===== src/wsd_pkg.sv =====
// Shared types and constants for the WebSocket frame deframer.
// No dependencies; imported by the parser, the result register and the top level.
package wsd_pkg;

    localparam int LEN_W = 63;

    localparam logic [7:0] CHAR_CR = 8'h0D;
    localparam logic [7:0] CHAR_LF = 8'h0A;

    localparam logic [6:0] LEN7_EXT16 = 7'd126;
    localparam logic [6:0] LEN7_EXT64 = 7'd127;

    localparam logic [3:0] EXT16_BYTES    = 4'd2;
    localparam logic [3:0] EXT64_BYTES    = 4'd8;
    localparam logic [3:0] MASK_KEY_BYTES = 4'd4;

    localparam logic KIND_UPGRADE = 1'b0;
    localparam logic KIND_FRAME   = 1'b1;

    localparam logic WAIT_RESET = 1'b1;

    typedef struct packed {
        logic             hit;
        logic             event_kind;
        logic [3:0]       opcode;
        logic             fin;
        logic             masked;
        logic [LEN_W-1:0] frame_len;
    } t_result;

endpackage


===== src/wsd_in_reg.sv =====
// Input register stage of the deframer: holds one received byte.
// Depends on nothing but the handshake from the result register.
module wsd_in_reg (
    input  logic       i_clk,
    input  logic       i_rst_n,
    input  logic       i_in_valid,
    input  logic [7:0] i_rx_byte,
    input  logic       i_advance,
    output logic       o_in_stall,
    output logic       o_held_valid,
    output logic [7:0] o_held_byte,
    output logic       o_step
);
    logic       r_valid;
    logic [7:0] r_byte;
    logic       w_load;

    // Refill when empty or when the held byte moves on this cycle
    assign w_load       = !r_valid || i_advance;
    assign o_in_stall   = !w_load;
    assign o_held_valid = r_valid;
    assign o_held_byte  = r_byte;
    assign o_step       = r_valid && i_advance;

    // Hold control under reset, payload without
    always_ff @(posedge i_clk) begin
        if (!i_rst_n) begin
            r_valid <= 1'b0;
        end else if (w_load) begin
            r_valid <= i_in_valid;
        end
    end

    always_ff @(posedge i_clk) begin
        if (w_load) begin
            r_byte <= i_rx_byte;
        end
    end
endmodule


===== src/wsd_parser.sv =====
// Header parser state machine of the deframer: one byte per step.
// Depends on wsd_pkg for constants and the result struct.
module wsd_parser (
    input  logic             i_clk,
    input  logic             i_rst_n,
    input  logic             i_step,
    input  logic [7:0]       i_byte,
    input  logic             i_cfg_we,
    input  logic             i_cfg_wait,
    output wsd_pkg::t_result o_res
);
    import wsd_pkg::*;

    typedef enum logic [2:0] {
        PH_UPGRADE,
        PH_HDR0,
        PH_HDR1,
        PH_EXTLEN,
        PH_MASKKEY,
        PH_PAYLOAD
    } t_phase;

    t_phase           r_phase, n_phase;
    logic             r_wait;
    logic [1:0]       r_match, n_match;
    logic [3:0]       r_opcode, n_opcode;
    logic             r_fin, n_fin;
    logic             r_masked, n_masked;
    logic [LEN_W-1:0] r_len, n_len;
    logic [3:0]       r_left, n_left;
    logic [LEN_W-1:0] r_rem, n_rem;

    logic             w_emit_up;
    logic             w_emit_frame;
    logic [7:0]       w_want;
    logic [LEN_W-1:0] w_len_shift;
    logic [LEN_W-1:0] w_len_start;
    logic             w_len_done;
    logic             w_start_payload;

    assign w_want      = r_match[0] ? CHAR_LF : CHAR_CR;
    assign w_len_shift = {r_len[LEN_W-9:0], i_byte};

    // Next state for one byte
    always_comb begin
        n_phase         = r_phase;
        n_match         = r_match;
        n_opcode        = r_opcode;
        n_fin           = r_fin;
        n_masked        = r_masked;
        n_len           = r_len;
        n_left          = r_left;
        n_rem           = r_rem;
        w_emit_up       = 1'b0;
        w_emit_frame    = 1'b0;
        w_len_done      = 1'b0;
        w_start_payload = 1'b0;
        w_len_start     = r_len;

        unique case (r_phase)
            PH_UPGRADE: begin
                if (i_byte == w_want) begin
                    if (r_match == 2'd3) begin
                        n_match   = 2'd0;
                        n_phase   = PH_HDR0;
                        w_emit_up = 1'b1;
                    end else begin
                        n_match = r_match + 2'd1;
                    end
                end else begin
                    n_match = (i_byte == CHAR_CR) ? 2'd1 : 2'd0;
                end
            end
            PH_HDR0: begin
                n_opcode = i_byte[3:0];
                n_fin    = i_byte[7];
                n_masked = 1'b0;
                n_len    = '0;
                n_rem    = '0;
                n_left   = '0;
                n_phase  = PH_HDR1;
            end
            PH_HDR1: begin
                n_masked = i_byte[7];
                if (i_byte[6:0] == LEN7_EXT16 || i_byte[6:0] == LEN7_EXT64) begin
                    n_len   = '0;
                    n_left  = (i_byte[6:0] == LEN7_EXT16) ? EXT16_BYTES : EXT64_BYTES;
                    n_phase = PH_EXTLEN;
                end else begin
                    n_len      = {{(LEN_W-7){1'b0}}, i_byte[6:0]};
                    w_len_done = 1'b1;
                end
            end
            PH_EXTLEN: begin
                n_len = w_len_shift;
                if (r_left != 4'd0) begin
                    n_left = r_left - 4'd1;
                end
                w_len_done = (r_left <= 4'd1);
            end
            PH_MASKKEY: begin
                if (r_left != 4'd0) begin
                    n_left = r_left - 4'd1;
                end
                w_start_payload = (r_left <= 4'd1);
            end
            PH_PAYLOAD: begin
                if (r_rem <= {{(LEN_W-1){1'b0}}, 1'b1}) begin
                    n_rem        = '0;
                    n_phase      = PH_HDR0;
                    w_emit_frame = 1'b1;
                end else begin
                    n_rem = r_rem - {{(LEN_W-1){1'b0}}, 1'b1};
                end
            end
            default: begin
                n_phase  = r_wait ? PH_UPGRADE : PH_HDR0;
                n_match  = '0;
                n_opcode = '0;
                n_fin    = 1'b0;
                n_masked = 1'b0;
                n_len    = '0;
                n_left   = '0;
                n_rem    = '0;
            end
        endcase

        // Length complete: read the masking key if masked, else go to the payload
        if (w_len_done) begin
            if (n_masked) begin
                n_left  = MASK_KEY_BYTES;
                n_phase = PH_MASKKEY;
            end else begin
                w_start_payload = 1'b1;
            end
        end

        // Start the payload, or finish at once on an empty one
        if (w_start_payload) begin
            w_len_start = n_len;
            if (w_len_start == '0) begin
                n_rem        = '0;
                n_phase      = PH_HDR0;
                w_emit_frame = 1'b1;
            end else begin
                n_rem   = w_len_start;
                n_phase = PH_PAYLOAD;
            end
        end
    end

    // Build the result; upgrade-end carries zero fields
    always_comb begin
        o_res                = '0;
        o_res.hit            = w_emit_up || w_emit_frame;
        o_res.event_kind     = w_emit_frame ? KIND_FRAME : KIND_UPGRADE;
        if (w_emit_frame) begin
            o_res.opcode    = n_opcode;
            o_res.fin       = n_fin;
            o_res.masked    = n_masked;
            o_res.frame_len = n_len;
        end
    end

    // Hold state; a register write restarts parsing
    always_ff @(posedge i_clk) begin
        if (!i_rst_n || i_cfg_we) begin
            r_wait   <= i_rst_n ? i_cfg_wait : WAIT_RESET;
            r_phase  <= (i_rst_n ? i_cfg_wait : WAIT_RESET) ? PH_UPGRADE : PH_HDR0;
            r_match  <= '0;
            r_opcode <= '0;
            r_fin    <= 1'b0;
            r_masked <= 1'b0;
            r_len    <= '0;
            r_left   <= '0;
            r_rem    <= '0;
        end else if (i_step) begin
            r_phase  <= n_phase;
            r_match  <= n_match;
            r_opcode <= n_opcode;
            r_fin    <= n_fin;
            r_masked <= n_masked;
            r_len    <= n_len;
            r_left   <= n_left;
            r_rem    <= n_rem;
        end
    end
endmodule


===== src/wsd_out_reg.sv =====
// Result register of the deframer: holds one event until transferred.
// Depends on wsd_pkg for the result struct.
module wsd_out_reg (
    input  logic                      i_clk,
    input  logic                      i_rst_n,
    input  logic                      i_step,
    input  wsd_pkg::t_result          i_res,
    input  logic                      i_out_stall,
    output logic                      o_advance,
    output logic                      o_out_valid,
    output logic                      o_event_kind,
    output logic [3:0]                o_opcode,
    output logic                      o_fin,
    output logic                      o_masked,
    output logic [wsd_pkg::LEN_W-1:0] o_frame_len
);
    import wsd_pkg::*;

    logic    r_valid;
    t_result r_res;

    // Free when empty or when the held event transfers now
    assign o_advance = !r_valid || !i_out_stall;

    always_ff @(posedge i_clk) begin
        if (!i_rst_n) begin
            r_valid <= 1'b0;
        end else if (o_advance) begin
            r_valid <= i_step && i_res.hit;
        end
    end

    always_ff @(posedge i_clk) begin
        if (o_advance) begin
            r_res <= i_res;
        end
    end

    assign o_out_valid  = r_valid;
    assign o_event_kind = r_res.event_kind;
    assign o_opcode     = r_res.opcode;
    assign o_fin        = r_res.fin;
    assign o_masked     = r_res.masked;
    assign o_frame_len  = r_res.frame_len;
endmodule


===== src/websocket_frame_deframer.sv =====
// Top level of the WebSocket frame deframer: input register, parser, result register.
// Depends on wsd_pkg, wsd_in_reg, wsd_parser and wsd_out_reg.
//
//   channel  | direction | handshake                 | payload
//   ---------+-----------+---------------------------+------------------------------
//   rx in    | in        | i_in_valid / o_in_stall   | i_rx_byte
//   event    | out       | o_out_valid / i_out_stall | o_event_kind, o_opcode, o_fin,
//            |           |                           | o_masked, o_frame_len
//   config   | in        | i_cfg_valid / o_cfg_ready | i_cfg_data (wait_for_upgrade)
//
// One byte per cycle while the event channel does not stall. A byte is held in the input
// register after transfer; its event, if any, enters the result register as it moves on.
// Synchronous active-low reset clears control; wait_for_upgrade resets to 1.
// A stall on the event channel while an event is held holds the result register and the
// input register, which backs up the rx channel once it holds a byte. A config write restarts parsing.
module websocket_frame_deframer (
    input  logic                      i_clk,
    input  logic                      i_rst_n,
    input  logic                      i_in_valid,
    output logic                      o_in_stall,
    input  logic [7:0]                i_rx_byte,
    output logic                      o_out_valid,
    input  logic                      i_out_stall,
    output logic                      o_event_kind,
    output logic [3:0]                o_opcode,
    output logic                      o_fin,
    output logic                      o_masked,
    output logic [wsd_pkg::LEN_W-1:0] o_frame_len,
    input  logic                      i_cfg_valid,
    output logic                      o_cfg_ready,
    input  logic                      i_cfg_data
);
    import wsd_pkg::*;

    logic       w_advance;
    logic       w_held_valid;
    logic [7:0] w_held_byte;
    logic       w_step;
    t_result    w_res;

    // Config writes are always taken
    assign o_cfg_ready = 1'b1;

    wsd_in_reg u_in (
        .i_clk        (i_clk),
        .i_rst_n      (i_rst_n),
        .i_in_valid   (i_in_valid),
        .i_rx_byte    (i_rx_byte),
        .i_advance    (w_advance),
        .o_in_stall   (o_in_stall),
        .o_held_valid (w_held_valid),
        .o_held_byte  (w_held_byte),
        .o_step       (w_step)
    );

    wsd_parser u_parser (
        .i_clk      (i_clk),
        .i_rst_n    (i_rst_n),
        .i_step     (w_step),
        .i_byte     (w_held_byte),
        .i_cfg_we   (i_cfg_valid && o_cfg_ready),
        .i_cfg_wait (i_cfg_data),
        .o_res      (w_res)
    );

    wsd_out_reg u_out (
        .i_clk        (i_clk),
        .i_rst_n      (i_rst_n),
        .i_step       (w_step),
        .i_res        (w_res),
        .i_out_stall  (i_out_stall),
        .o_advance    (w_advance),
        .o_out_valid  (o_out_valid),
        .o_event_kind (o_event_kind),
        .o_opcode     (o_opcode),
        .o_fin        (o_fin),
        .o_masked     (o_masked),
        .o_frame_len  (o_frame_len)
    );

    // Upgrade-end events carry zero header fields
    a_upgrade_zero: assert property (@(posedge i_clk) disable iff (!i_rst_n)
        (o_out_valid && o_event_kind == KIND_UPGRADE) |->
        (o_opcode == 4'd0 && !o_fin && !o_masked && o_frame_len == '0))
        else $error("upgrade event with nonzero fields");

    // Input stalls only when a byte is already held
    a_stall_held: assert property (@(posedge i_clk) disable iff (!i_rst_n)
        o_in_stall |-> w_held_valid)
        else $error("input stalled with empty input register");

    // A transferred event with no byte behind it leaves the output empty
    a_drain: assert property (@(posedge i_clk) disable iff (!i_rst_n)
        (o_out_valid && !i_out_stall && !w_held_valid) |=> !o_out_valid)
        else $error("event invented without input");
endmodule

===== config.mk =====
export PLATFORM = sky130hd
export DESIGN_NAME = websocket_frame_deframer
export DESIGN_NICKNAME = d
export VERILOG_FILES = /design/src/wsd_pkg.sv /design/src/wsd_in_reg.sv /design/src/wsd_parser.sv /design/src/wsd_out_reg.sv /design/src/websocket_frame_deframer.sv
export SDC_FILE = /design/constraint.sdc
export NUM_CORES = 1
export LEC_CHECK = 0
export BUFFER_PORTS_ARGS = -buffer_cell sky130_fd_sc_hd__buf_4
export CAP_MARGIN = 20
export CELL_PAD_IN_SITES_DETAIL_PLACEMENT = 1
export CELL_PAD_IN_SITES_GLOBAL_PLACEMENT = 2
export CORE_UTILIZATION = 41
export CTS_CLUSTER_SIZE = 28
export DETAILED_ROUTE_END_ITERATION = 8
export PLACE_DENSITY = 0.88
export SYNTH_ARGS = -nofsm -noshare
export SYNTH_HDL_FRONTEND = slang
export SYNTH_SLANG_ARGS = --single-unit

===== constraint.sdc =====
create_clock -name i_clk -period 7.55 [get_ports i_clk]
set_input_delay 1.51 -clock i_clk [delete_from_list [all_inputs] [get_ports i_clk]]
set_output_delay 1.51 -clock i_clk [all_outputs]
set_load 0.02 [all_outputs]

==> flow_summary.ini, run 1 <==
[setup_path]
cp_max_fo = 60
cpPeakStageDelay_ns = 0.71
cp_num_cells = 10
crit_required_ns = 7.82
path_delay_family = buffers and inverters
endpoint_kind = register
cp.arrival_ns = 4.46
criticalPathCategory = register to register
slowest_stage = a31oi_4
r2r.worst_path.cells = 10
critPathLaunchType = register
critPathBufInv = 3
crit_top_cell = buf_4
crit_chain = buf_4 -> and3b_2 -> buf_4 -> a22oi_1 -> and4_1 -> nand4_1 -> nor4_4 -> a31oi_4 -> buf_4 -> nor2_1

[global_routing]
grt_use_total_pct = 28.4
first_global_vias = 10000
grt_max_degree = 74
antenna_found_initial = 1
grt_overflow = 0
grt_pass1_wl_um = 61900

[cts]
cts_hold_buf = 0
post_cts_buffers = 0
clk_latency_ns = 0.54
cts_inserted_buffers = 26
htree_levels = 1
root_buffer = clkbuf_16
cts_tree = done
clockBufferDepth = 3
cts.sinks = 222
clkSlewWorstSetupHoldPaths_ns = 0.06
cts_resized = 0

[power]
p_per_area_nw_per_um2 = 234
p_leak_nw = 4.82
max-vdd-ir-drop_mv = 0.198

[timing]
setup_tns_ns = 0
whs_ns = 0.476
post-route-min-period_ns = 4.19
final_max_slew_viol_count = 0
fin_crit_sh_pct = 55.5
tightest_slew_ns = 1.09
finalHoldViolCount = 0
grt_setup_unrepaired = false
worst_slack_ns = 3.36
skew_ns = 0.0161
report.final.setup_viol = 0
slew_headroom_pct = 27.1
fmax_mhz = 239

[synthesis]
synth-edff-count = 82
synthTopCellsByArea = dfxtp_1 (25%), edfxtp_1 (22%), nor2_1 (7.4%), a22oi_1 (5.7%), a211oi_1 (3.5%)
synth_ff_type = dfxtp_1
ys_warn_count = 0
synthCells = 1246
synth-seq-cells = 222
ys_seq_area_share_pct = 46.8
synth_top_area_share_pct = 24.9
ys_types = 80
syn_area_sq_um = 11300
avgSynthCellArea_sq_um = 9.03
synth_area_leader_cell = dfxtp_1
syn_nets = 1266
async_flop_share_pct = 0

[detailed_routing]
vias = 10500
drc = 0
routed_wl_um = 40600
drtIter0Drc = 896
routed_via_density = 6.35
ant_nets = 0
wl_per_cell_um = 24.6
drt_pre_antenna_iters = 5

[die]
io_pins = 87
fp-row-count = 60
die_y_um = 168
die_w_um = 168
core-area_sq_um = 27000
start_util_pct = 41.8
die-area_sq_um = 28100

[layout]
final_cell_area_sq_um = 12900
syn_to_final_growth_pct = 14.9
seqCellArea_sq_um = 5270
layout.nets = 1306
drive_above_1_share_pct = 13.7
multi_input_area_sq_um = 5470
fillers = 3119

[placed_design]
hpwl_um = 28000
place_area_sq_um = 12100
globalplace.congestion = 0.870
numPortBuffers = 85
place_worst_setup_slack_ns = 3.38

[min_path]
holdPathStages = 2
hold_path.class = register to register

[outcome]
outcome = finished, final reports clean

[job]
cap_violations = 0
per-layer routing:
layer  up-vias  part of all wire, %  GRT usage, %
li1       4783                    -             -
met1      5216                   45          39.1
met2       388                   45          45.1
met3        77                  7.2          5.79
met4         2                  2.8          7.90
met5         -                0.032             0
cells by family after synthesis:
kind of cell    Yosys count  synth area share, %
simple gates            489                 22.1
compound gates          387                 23.8
flops                   222                 46.8
buf+inv                 117                 4.76
xor+xnor                 22                 1.71
fa+ha+maj                 6                0.667
mux                       2                0.189
other cells               1               0.0333
state kept, by name, indices dropped and copies added (netlist names), 2 cells and up:
register           cells
u_in.o_held_byte       8
u_out.o_frame_len     63
u_out.o_opcode         4
u_parser.r_left        4
u_parser.r_len        63
u_parser.r_match       2
u_parser.r_opcode      4
u_parser.r_phase       3
u_parser.r_rem        63
worst paths after layout:
path,slack [ns],startpoint,endpoint
setup / recovery,3.36,u_parser.r_phase[1],u_out.o_frame_len[24]
hold / removal,0.48,u_parser.r_rem[26],u_parser.r_rem[26]
setup reg to reg,3.36,u_parser.r_phase[1],u_out.o_frame_len[24]
hold reg to reg,0.48,u_parser.r_rem[26],u_parser.r_rem[26]
tightest hold or removal path, cell delays in order (launching register included):
cell and delay [ns]:
dfxtp_1 0.32, nand2_1 0.06, a21oi_1 0.05
per-stage QoR:
step / utilization [%] / power, mW / std cells
global route: 48.0 / 3.13 / 1647
floorplan: - / 1.65 / 1246
global placement: 44.8 / 1.78 / 1599
CTS: 48.0 / 3.04 / 1647
finish: 48.0 / 3.03 / 1648
detailed placement: 44.8 / 1.79 / 1599
synthesized netlist by cell type (5+ instances only):
cell         n
nor2_1     222
dfxtp_1    140
a22oi_1     85
edfxtp_1    82
clkbuf_1    70
o21ai_0     70
a21oi_1     59
nand2_1     54
a211oi_1    52
nor3_1      32
nor4_1      27
nor2b_1     25
a31oi_1     19
nand3_1     19
nand4_1     18
inv_1       16
or3_1       12
buf_2       11
o221ai_1    11
xnor2_1     11
xor2_1      11
and4b_1     10
buf_6       10
o32ai_1     10
a2bb2oi_1    8
and2_1       8
nand2b_1     8
o31ai_1      8
buf_1        7
or4_1        7
a32oi_1      6
and4_1       6
ha_1         6
o21a_1       6
o22ai_1      6
and3_1       5
nand4b_1     5
o32a_1       5
cell type report:
cell class	count	share of cell area, %
Antenna cell	1	0.0194
Clock buffer	36	5.72
Clock inverter	12	0.784
Inverter	17	0.513
Multi-Input combinational cell	907	42.3
Sequential cell	222	40.7
Tap cell	341	3.30
Timing Repair Buffer	112	6.60
layout by cell type (no fill, tap or decap), drive strengths merged, types with 5 or more instances in the layout:
cell type	synthesis	layout
or3	12	12
o21a	6	6
a22oi	85	85
a31oi	20	20
nor4	33	33
edfxtp	82	82
xor2	11	11
clkbuf	70	36
nand2b	8	8
a211oi	52	52
a2bb2oi	8	8
and4	6	6
buf	30	112
and3	5	5
inv	17	17
a21oi	59	59
and2	8	8
nand4	18	18
nor2b	26	26
and4b	10	10
o31ai	8	8
or4	9	9
nor3	33	33
nand3	19	19
nor2	224	224
o22ai	6	6
clkinv	0	10
nand2	54	54
o221ai	11	11
a32oi	6	6
o21ai	73	73
o32ai	10	10
xnor2	11	11
dfxtp	140	140
nand4b	5	5
ha	6	6
o32a	5	5
power by group:
part	internal, mW	total [mW]	switching, mW	leakage, nW
Combinational	0.152	0.485	0.333	2.28
Sequential	1.26	1.29	0.0270	2.12
Clock	0.746	1.26	0.513	0.412
Power figures use the tool's default switching activity.
==> inputs of run 2 (changes only) <==
Settings changed: CORE_UTILIZATION 41 to 38, PLACE_DENSITY 0.88 to 0.82.
Clock period 7.55 ns to 4.05 ns, I/O delays scaled along.
==> run 2 against run 1 <==
Count of clock-buffer cells in the layout shrank 5. Non-clock buffer count increased by 51. Final cell count increased by 5.6%. Wire length increased by 4.2%. Sequential share of layout area decreased by 1.4 points. Setup slack worse by 2.9 ns. Hold slack lost 0.034 ns. Clock power up 87%. Clock skew decreased by 0.0014 ns. Register-to-register slack got worse by 2.9 ns. Critical path depth is 1 lower. Largest power group unchanged.
==> flow_summary.ini, run 2 (same netlist as run 1, synthesis figures left out) <==
[detailed_routing]
drt_pre_antenna_iters = 5
vias = 10600
drc = 0
wl_per_cell_um = 24.3
drtIter0Drc = 1077
ant_nets = 0
routed_wl_um = 42300
routed_via_density = 6.09

[die]
start_util_pct = 38.9
core-area_sq_um = 28900
die_w_um = 174
die_y_um = 174
die-area_sq_um = 30300
io_pins = 87
fp-row-count = 62

[layout]
syn_to_final_growth_pct = 18.9
final_cell_mix = nor2_1 (221), buf_4 (161), dfxtp_1 (140)
layout.nets = 1357
n_antenna_cell = 0
fillers = 3342
drive_above_1_share_pct = 17.5
final_common_cell = nor2_1
final_cell_area_sq_um = 13400

[timing]
finalHoldViolCount = 0
skew_ns = 0.0147
slew_headroom_pct = 31.5
post-route-min-period_ns = 3.61
fin_crit_sh_pct = 89.1
final_max_slew_viol_count = 0
grt_setup_unrepaired = false
report.final.setup_viol = 0
fmax_mhz = 277
setup_tns_ns = 0
tightest_slew_ns = 1.02
whs_ns = 0.443
worst_slack_ns = 0.443

[placed_design]
place_worst_setup_slack_ns = 0.468
place_area_sq_um = 12500
globalplace.congestion = 0.910
numPortBuffers = 85
hpwl_um = 30400

[global_routing]
grt_use_total_pct = 27.8
top_usage_layer = met2
grt_util_met2_pct = 44.0
grt_use_met1_pct = 38.4
grt_overflow = 0
grt_max_degree = 67
grt_pass1_wl_um = 64900
use_met3_pct = 5.12
antenna_found_initial = 3
first_global_vias = 10600

[job]
cap_violations = 0

[power]
p_per_area_nw_per_um2 = 426
max-vdd-ir-drop_mv = 0.299
p_leak_nw = 5.06
finalPower_mw = 5.71

[cts]
cts_inserted_buffers = 26
cts.sinks = 222
cts_tree = done
clk_latency_ns = 0.54
htree_levels = 1
root_buffer = clkbuf_16
post_cts_buffers = 0
clockBufferDepth = 3
clkSlewWorstSetupHoldPaths_ns = 0.06
cts_hold_buf = 0
cts_resized = 0

[setup_path]
cp.arrival_ns = 3.88
critPathLaunchType = register
cp_max_fo = 31
reg2reg_from = u_parser.r_phase[0]
crit_start = u_parser.r_phase[0]
crit_end = u_out.o_frame_len[29]
crit_required_ns = 4.32
r2r.worst_path.cells = 9
endpoint_kind = register
criticalPathCategory = register to register
r2r_slack_ns = 0.44
reg2reg_to = u_out.o_frame_len[29]

[min_path]
hold_path.class = primary input to register

[outcome]
outcome = finished, final reports clean
## run 2: final cells by class
class	count	area [sq um]	area share, %
multi-input cells	907	5470	40.9
clock inverters	16	141	1.06
inverters	17	66.3	0.495
repair buffers	163	1250	9.33
flip-flops and latches	222	5270	39.3
clock buffers	31	711	5.31
well taps	384	480	3.59
## run 2: worst min-delay path by stage
stage,start,to,slack [ns],cells past startpoint
after floorplan,u_parser.r_left[1],u_parser.r_left[1],0.44,2
after detailed placement,u_parser.r_rem[26],u_parser.r_rem[26],0.47,2
after global routing,i_rx_byte[2],u_in.o_held_byte[2],0.43,1
after global placement,u_parser.r_rem[35],u_parser.r_rem[35],0.46,2
after CTS,i_rx_byte[1],u_in.o_held_byte[1],0.43,1
final,i_rx_byte[1],u_in.o_held_byte[1],0.44,1
## run 2: metrics by stage
stage,util (%),cells
final,46.3,1740
after global routing,46.3,1740
after CTS,46.3,1740
after detailed placement,43.3,1693
after global placement,43.3,1693
after floorplan,-,1246
## run 2: power breakdown
part	switching, mW	leakage (nW)	total [mW]	internal, mW
combinational	0.627	2.51	0.947	0.320
clock	0.984	0.426	2.36	1.38
sequential	0.0531	2.12	2.40	2.35
total	1.66	5.06	5.71	4.04
## run 2: routing by layer
| layer | vias to the layer above | routed length (um) | part of all wire [%] |
|---|---|---|---|
| met5 | - | 34 | 0.080 |
| met2 | 341 | 19300 | 46 |
| met1 | 5295 | 18900 | 45 |
| met3 | 82 | 2990 | 7.1 |
| li1 | 4879 | - | - |
| met4 | 6 | 1120 | 2.6 |
## run 2: worst max-delay path, stage by stage (launching register included)
cell and delay [ns]:
edfxtp_1 0.55, and3b_2 0.67, buf_4 0.29, a22oi_1 0.11
and4_1 0.19, nand4_1 0.14, nor4_4 0.09, a31oi_4 0.75
buf_4 0.42, nor2_1 0.09
==> inputs of run 3 (changes only) <==
Settings changed: ABC_AREA from default to 1, CORE_ASPECT_RATIO from default to 1.1, CORE_UTILIZATION 38 to 35.
==> run 3 against run 2 <==
Synthesized cell count increased by 32%. Non-clock buffer count decreased by 56. Core utilization decreased by 4.8 points. Combinational power increased by 41%. First-iteration DRC count decreased by 28%. Setup slack improved by 0.37 ns. Synthesized area increased by 5.7%. Global-route usage decreased by 2.0 points. Sequential power about the same. Critical path type unchanged. Largest power group is now the clock network.
==> flow_summary.ini, run 3 <==
[cts]
clockBufferDepth = 3
htree_levels = 1
cts_hold_buf = 0
cts.sinks = 222
root_buffer = clkbuf_16
post_cts_buffers = 0
cts_resized = 0
cts_inserted_buffers = 27
clkSlewWorstSetupHoldPaths_ns = 0.06
cts_tree = done
clk_latency_ns = 0.55

[layout]
final_cell_mix = nand2_1 (271), nor2_1 (261), inv_1 (208)
n_antenna_cell = 0
final_cell_area_sq_um = 13900
final_util_pct = 41.5
drive_above_1_share_pct = 11.5
final_common_cell = nand2_1
layout.nets = 1719
syn_to_final_growth_pct = 16.4

[timing]
report.final.setup_viol = 0
tightest_slew_ns = 1.07
grt_setup_unrepaired = false
fin_crit_sh_pct = 79.9
post-route-min-period_ns = 3.24
slew_headroom_pct = 28.9
setup_tns_ns = 0
whs_ns = 0.433
finalHoldViolCount = 0
fmax_mhz = 309
final_max_slew_viol_count = 0
skew_ns = 0.0128

[setup_path]
critPathBufInv = 4
path_delay_family = simple AND/OR/NAND/NOR gates
cp_max_fo = 56
criticalPathCategory = register to register
r2r.worst_path.cells = 15
cp_num_cells = 15
slowest_stage = buf_4
cpPeakStageDelay_ns = 0.52
crit_required_ns = 4.34
crit_top_cell = nor2_1
endpoint_kind = register
critPathLaunchType = register
cp.arrival_ns = 3.53
crit_chain = inv_2 -> nand2_2 -> buf_4 -> nand3_1 -> nand2_1 -> nor2_1 -> nand2_1 -> nor2_1 -> nand3_1 -> nor2_1 -> nand4_2 -> nand2_2 -> inv_2 -> buf_4 -> nor2_1

[synthesis]
ys_warn_count = 0
yosys-top-cells-count = nand2_1 (274), nor2_1 (262), inv_1 (208)
async_flop_share_pct = 0
syn_area_sq_um = 11900
synth-seq-cells = 222
synthTopCellsByArea = dfxtp_1 (24%), edfxtp_1 (21%), nand2_1 (8.6%), nor2_1 (8.3%), nand3_1 (7.1%)
synth_top_area_share_pct = 23.5
syn_nets = 1664
ys_seq_area_share_pct = 44.2
synth_most_common_cell = nand2_1
synth_ff_type = dfxtp_1
synth_area_leader_cell = dfxtp_1
ys_types = 38
synth-edff-count = 82
synthCells = 1644
avgSynthCellArea_sq_um = 7.24

[die]
io_pins = 87
fp-row-count = 70
start_util_pct = 35.7
die_w_um = 178
die_y_um = 195
core-area_sq_um = 33400
die-area_sq_um = 34700

[min_path]
holdPathStages = 1
hold_path.class = primary input to register

[global_routing]
grt_use_total_pct = 25.8
grt_pass1_wl_um = 68400
grt_max_degree = 83
first_global_vias = 11600
grt_overflow = 0
antenna_found_initial = 0

[placed_design]
globalplace.congestion = 0.873
numPortBuffers = 85
hpwl_um = 31500
place_area_sq_um = 12900

[detailed_routing]
routed_via_density = 5.30
wl_per_cell_um = 20.6
ant_nets = 0
vias = 11400
drt_pre_antenna_iters = 7
routed_wl_um = 44400
drc = 0
drtIter0Drc = 772

[outcome]
outcome = finished, final reports clean

[power]
max-vdd-ir-drop_mv = 0.296
p_per_area_nw_per_um2 = 462
p_leak_nw = 6.24

[job]
cap_violations = 0
==> run 3: metrics by stage <==
stage | total power, mW | std cells | setup WS (ns)
after detailed placement | 3.82 | 2102 | 0.873
after CTS | 6.44 | 2151 | 0.842
final | 6.40 | 2151 | 0.814
after floorplan | 3.40 | 1644 | 0.132
after global placement | 3.79 | 2102 | 0.979
after global routing | 6.65 | 2151 | 0.610
==> run 3: layout make-up <==
type                            instances  area, sq um
Timing Repair Buffer                  107          841
Multi-Input combinational cell       1118         5430
Tap cell                              432          541
Sequential cell                       222         5270
Fill cell                            4149        19500
Clock inverter                         18          229
Clock buffer                           31          711
Inverter                              223          837
==> run 3: report_power, final <==
group / internal [mW] / total [mW] / switching [mW] / leakage, nW
clock: 1.58 / 2.63 / 1.05 / 0.448
combinational: 0.375 / 1.34 / 0.964 / 3.68
sequential: 2.37 / 2.43 / 0.0613 / 2.12
==> run 3: cell families (layout without fill, tap and decap cells) <==
family	count (synthesis)	in the layout	synth area share (%)
other	1	1	0.0315
adder cells (fa/ha/maj)	6	6	0.631
AND/OR/NAND/NOR	774	774	27.9
AO/OA/AOI/OAI	284	284	12.9
XOR/XNOR	52	52	3.83
buffers and inverters	304	379	10.4
multiplexers	1	1	0.0841
flip-flops	222	222	44.2
==> run 3: per-layer routing <==
metal | GRT usage (%) | vias up | routed length [um]
met3 | 3.13 | 57 | 1660
li1 | - | 5479 | -
met2 | 42.8 | 223 | 21200
met4 | 7.85 | 0 | 1090
met5 | 0 | - | 0
met1 | 34.8 | 5637 | 20500
==> run 3: final timing paths <==
kind / from / end / slack (ns)
min: i_rx_byte[3] / u_in.o_held_byte[3] / 0.43
max reg2reg: u_parser.r_phase[2] / u_out.o_frame_len[36] / 0.81
min reg2reg: u_parser.r_left[1] / u_parser.r_left[1] / 0.47
max: u_parser.r_phase[2] / u_out.o_frame_len[36] / 0.81
